$ cat src/sv/lphm_pkg.sv
// shared types and constants of the linear probe hash map
// no dependencies
`timescale 1ns / 1ps
`default_nettype none
package lphm_pkg;
  localparam int Buckets    = 256;
  localparam int KeyWidth   = 16;
  localparam int ValueWidth = 32;
  localparam int IdxW       = $clog2(Buckets);
  localparam int CntW       = IdxW + 1;
  localparam int SlotW      = KeyWidth + ValueWidth;

  localparam logic [1:0] ReqInsert = 2'd0;
  localparam logic [1:0] ReqLookup = 2'd1;
  localparam logic [1:0] ReqRemove = 2'd2;

  localparam logic [1:0] StOk   = 2'd0;
  localparam logic [1:0] StMiss = 2'd1;
  localparam logic [1:0] StFull = 2'd2;

  typedef struct packed {
    logic [1:0]            req;
    logic [KeyWidth-1:0]   key;
    logic [ValueWidth-1:0] value;
  } lphm_cmd_t;
endpackage
`default_nettype wire

$ cat src/sv/lphm_front.sv
// front end: takes request words and queues them for the engine
// depends on lphm_pkg
`timescale 1ns / 1ps
`default_nettype none
module lphm_front import lphm_pkg::*; (
  input  wire logic      clk_i,
  input  wire logic      rst_ni,
  input  wire logic      in_valid_i,
  output logic           in_ready_o,
  input  wire lphm_cmd_t in_cmd_i,
  output logic           q_valid_o,
  input  wire logic      q_ready_i,
  output lphm_cmd_t      q_cmd_o
);
  // two-entry fifo
  lphm_cmd_t  buf_q [2];
  logic       wp_q, rp_q;
  logic [1:0] cnt_q;
  logic       push, pop;

  assign in_ready_o = (cnt_q != 2'd2);
  assign q_valid_o  = (cnt_q != 2'd0);
  assign q_cmd_o    = buf_q[rp_q];
  assign push = in_valid_i && in_ready_o;
  assign pop  = q_valid_o && q_ready_i;

  always_ff @(posedge clk_i) begin
    if (push) buf_q[wp_q] <= in_cmd_i;
  end

  always_ff @(posedge clk_i or negedge rst_ni) begin
    if (!rst_ni) begin
      wp_q <= 1'b0;
      rp_q <= 1'b0;
      cnt_q <= 2'd0;
    end else begin
      if (push) wp_q <= ~wp_q;
      if (pop) rp_q <= ~rp_q;
      cnt_q <= cnt_q + {1'b0, push} - {1'b0, pop};
    end
  end
endmodule
`default_nettype wire

$ cat config.mk
export PLATFORM = sky130hd
export DESIGN_NAME = lphm_front
export DESIGN_NICKNAME = d
export VERILOG_FILES = /design/src/sv/lphm_pkg.sv /design/src/sv/lphm_front.sv
export SDC_FILE = /design/constraint.sdc
export NUM_CORES = 1
export LEC_CHECK = 0
export BUFFER_PORTS_ARGS = -buffer_cell sky130_fd_sc_hd__buf_2
export CORE_UTILIZATION = 55
export CTS_CLUSTER_SIZE = 12
export DETAILED_ROUTE_END_ITERATION = 7
export GPL_ROUTABILITY_DRIVEN = 1
export GPL_TIMING_DRIVEN = 0
export PLACE_DENSITY_LB_ADDON = 0.2
export SYNTH_ARGS = -nofsm -noshare
export SYNTH_HDL_FRONTEND = slang
export SYNTH_SLANG_ARGS = --single-unit
export TNS_END_PERCENT = 10
$ cat constraint.sdc
create_clock -name clk_i -period 7.18 [get_ports clk_i]
set_input_delay 0.718 -clock clk_i [delete_from_list [all_inputs] [get_ports clk_i]]
set_output_delay 0.718 -clock clk_i [all_outputs]
set_load 0.03 [all_outputs]
After elaboration in Yosys (flattened, before gate mapping):

Memory sizes are Yosys's and may differ from the RTL's.
Index checks and enable logic that the tools add are counted.

* equality and inequality tests: 1
* bitwise logic cells: 2
* reductions and logical operators: 3
* muxes and demuxes: 2
* $add $sub $neg: 2

Operators by type and width (count)
* 2-bit by 1-bit adder with 2-bit output: 1
* 1-bit logical AND: 2
* 1-bit two-way mux: 2
* 2-bit != test (second input constant): 1
* 1-bit inverter: 2
* 2-bit nonzero test: 1
* 2-bit by 1-bit subtractor with 2-bit output: 1

* bits of input ports: 54
* register bits: 4
* output and inout bits: 52
* memories: 1
* bits in writable memories: 100

Memory list
* buf_q: words 2, width 50, rd ports 1, clocked after Yosys merged registers in 0, write ports 1, line lphm_front.sv:16 `lphm_cmd_t buf_q [2];`

Logic depth before layout (Yosys ltp):

* word-level depth: 4
* mapped depth: 7
* depth with buffers taken out: 7

Worst setup path before layout:

OpenSTA, ideal clock, no wires.

* path type: flip-flop to flip-flop
* start: register cnt_q[1]
* end: memory buf_q[0][0] (netlist bit) (enable)
* path slack: 3.778 ns
* setup time: 0.458 ns
* cell stages (with the launch flop): 4
* data arrival time: 2.944 ns
* path through: dfrtp_1 -> nand2b_1 -> nand2_1 -> nor2_1

* word-level cells in the longest chain between the ends: 4

Ends and longest elaborated chain
* start: declaration: line lphm_front.sv:18 `logic [1:0] cnt_q;`
* start signal: assignment: line lphm_front.sv:39 `cnt_q <= cnt_q + {1'b0, push} - {1'b0, pop};`
* 2-bit != test: line lphm_front.sv:21 `assign in_ready_o = (cnt_q != 2'd2);`
* named net in_ready_o: line lphm_front.sv:9 `output logic in_ready_o,`
* 1-bit logical AND: line lphm_front.sv:24 `assign push = in_valid_i && in_ready_o;`
* 1-bit two-way mux: line lphm_front.sv:28 `if (push) buf_q[wp_q] <= in_cmd_i;`
* 1-bit two-way mux (not written as such): line lphm_front.sv:28
* end: declaration: line lphm_front.sv:16

The timed path passes the listed nets, and every way through them passes these cells.

==> flow_metrics.tcl <==
set metrics [dict create \
    p_per_area_mw_per_mm2 452 \
    hold_class "input port to asynchronous set/reset pin" \
    synthDistinctLibCells 15 \
    met2_usage_pct 31.6 \
    synth_area_leaders "edfxtp_1 (78%), mux2_2 (14%), dfrtp_1 (2.6%)" \
    synth_area_per_cell_sq_um 22.2 \
    worstPathMaxFanout 10 \
    setup_tns_ps 0 \
    grt-busiest-layer "met2" \
    synth_edf_count 100 \
    maxSlewViolCount 0 \
    synth_nets 229 \
    postLayoutCellArea_sq_mm 0.00479 \
    grt_pass1_vias 2000 \
    cts-buffers-inserted 9 \
    max_freq_mhz 443 \
    syn_area_sq_mm 0.00383 \
    clk-insertion-delay-late_ps 360 \
    gp_congestion 0.675 \
    detail-route-antenna-nets 0 \
    finalPower_uw 2160 \
    drive_above_1_share_pct 59.8 \
    clock_path_buffers 2 \
    postCtsHoldBufs 0 \
    grt_overflow_total 0 \
    die_w_um 85.5 \
    gr-usage-met1_pct 18.7 \
    dieHeight_um 85.5 \
    worstSetupPathType "register to output pin" \
    worst_pin_slew_ps 794 \
    antenna_found_initial 0 \
    fin_nets 347 \
    postCtsSetupBuffers 0 \
    viasPerCell 5.28 \
    routed_wl_um 6230 \
    synth_area_leader_cell "edfxtp_1" \
    drt_iter0_markers 102 \
    max_slew_margin_pct 47.0 \
    dr.pass1.iters 4 \
    cts.reportedPaths.clkPinSlew_ps 90 \
    fin_cells 376 \
    placedCellCount 360 \
    cp-end-kind "output pin" \
    dieArea_sq_mm 0.00731 \
    cts_tree "done" \
    crit_arrival_ps 1540 \
    place_area_sq_mm 0.00451 \
    ctsRootBufferMaster "clkbuf_8" \
    ir_worst_vdd_uv 362 \
    rows 30 \
    yosys-top-cells-count "edfxtp_1 (100), mux2_2 (46), buf_6 (6)" \
    critical_path_required_ps 6460 \
    drv_cap 0 \
    port_buffers 105 \
    drc_errors 0 \
    yosysTopAreaCellShare_pct 78.4 \
    post_cts_resize_count 0 \
    grt_setup_unrepaired "no" \
    min_period_over_period_pct 31.4 \
    htree_levels 3 \
    diodes 0 \
    finalSetupViolations 0 \
    synth_ff_type "edfxtp_1" \
    period_needed_ps 2260 \
    cts_sinks 104 \
    async_reset_ff_share_pct 3.85 \
    initial_core_util_pct 56.7 \
    pin_count 106 \
    utilization_pct 70.9 \
    hold_viol_final 0 \
    rrSetupSlack_ps 5280 \
    ys_warn_count 0 \
    ys_seq_elements 104 \
    status "finished clean" \
    grt_usage_pct 17.7 \
    cp-start-kind "register" \
    dp_hpwl_um 4090 \
    area_growth_syn_to_layout_pct 25.0 \
    leakagePower_uw 0.00183 \
    routedWlPerCell_um 16.6 \
    yosysMostFrequentCell "edfxtp_1" \
    grt_use_met3_pct 5.16 \
    yosysSeqAreaShare_pct 81.0 \
    grt_pass1_wl_um 9230 \
    grt_max_degree 27 \
    core_sq_mm 0.00676 \
    vias 1984 \
    synth_cells 173 \
    clock_skew_ps 8.17 \
]
## metal layers
layer	up-vias	part of all wire (%)
met5	-	0
met4	0	1.8
met3	9	5.1
met2	63	54
met1	1003	39
li1	909	-
## logic make-up (layout without fill, tap and decap cells)
family	after synthesis	count (layout)	synth area share [%]
xor gates and xnor gates	4	4	0.914
adders and majority gates	2	2	0.653
buffers and inverters	7	130	1.86
DFF	104	104	81.0
muxes	50	50	14.7
and+or+nand+nor	6	6	0.914
## layout by cell type (no fill, tap or decap), types with 2 or more instances in the layout
master	Yosys	final
buf_12	0	2
buf_2	0	105
buf_6	6	6
bufinv_16	0	5
clkbuf_8	0	9
dfrtp_1	4	4
edfxtp_1	100	100
ha_1	2	2
mux2_1	4	4
mux2_2	46	46
xnor2_1	3	3
## state kept, by name, summed over array words and instances (netlist names)
signal / cells
buf_q: 100
cnt_q: 2
rp_q: 1
wp_q: 1
## through the flow
stage          hold slack, ps  setup slack, ps
4_1_cts                   141             4900
2_1_floorplan             422             3780
3_3_place_gp              479             2580
6_report                  152             4920
5_1_grt                   140             4850
3_5_place_dp              511             4960
## worst max-delay path, cell delays in order, from the launching register on
cell	delay, ps
dfrtp_1	350
buf_6	130
buf_6	160
mux2_2	350
buf_2	180
## path summary, 6_finish.rpt
path / from / cells past startpoint / to
max: rp_q / 4 / q_cmd_o[20]
min: rst_ni / 1 / cnt_q[0]
max reg2reg: cnt_q[0] / 4 / buf_q[0][26]
min reg2reg: wp_q / 1 / wp_q
max in group asynchronous: rst_ni / 1 / cnt_q[1]
min in group clk_i: in_cmd_i[32] / 1 / buf_q[0][32]
## power breakdown
group,total (uW),internal (uW),switching [uW],leakage [uW]
Sequential,864,829,34.3,0.000975
Clock,488,301,186,0.000140
Combinational,813,298,514,0.000712
## area by class of cell
class,count,area (sq um)
multi-input cells,62,667
clock inverters,6,155
flip-flops and latches,104,3100
fillers,454,1970
well taps,80,100
plain buffers,6,67.6
repair buffers,107,566
inverters,1,3.75
clock buffers,10,128
No activity file was read; power rests on OpenSTA's default activity.
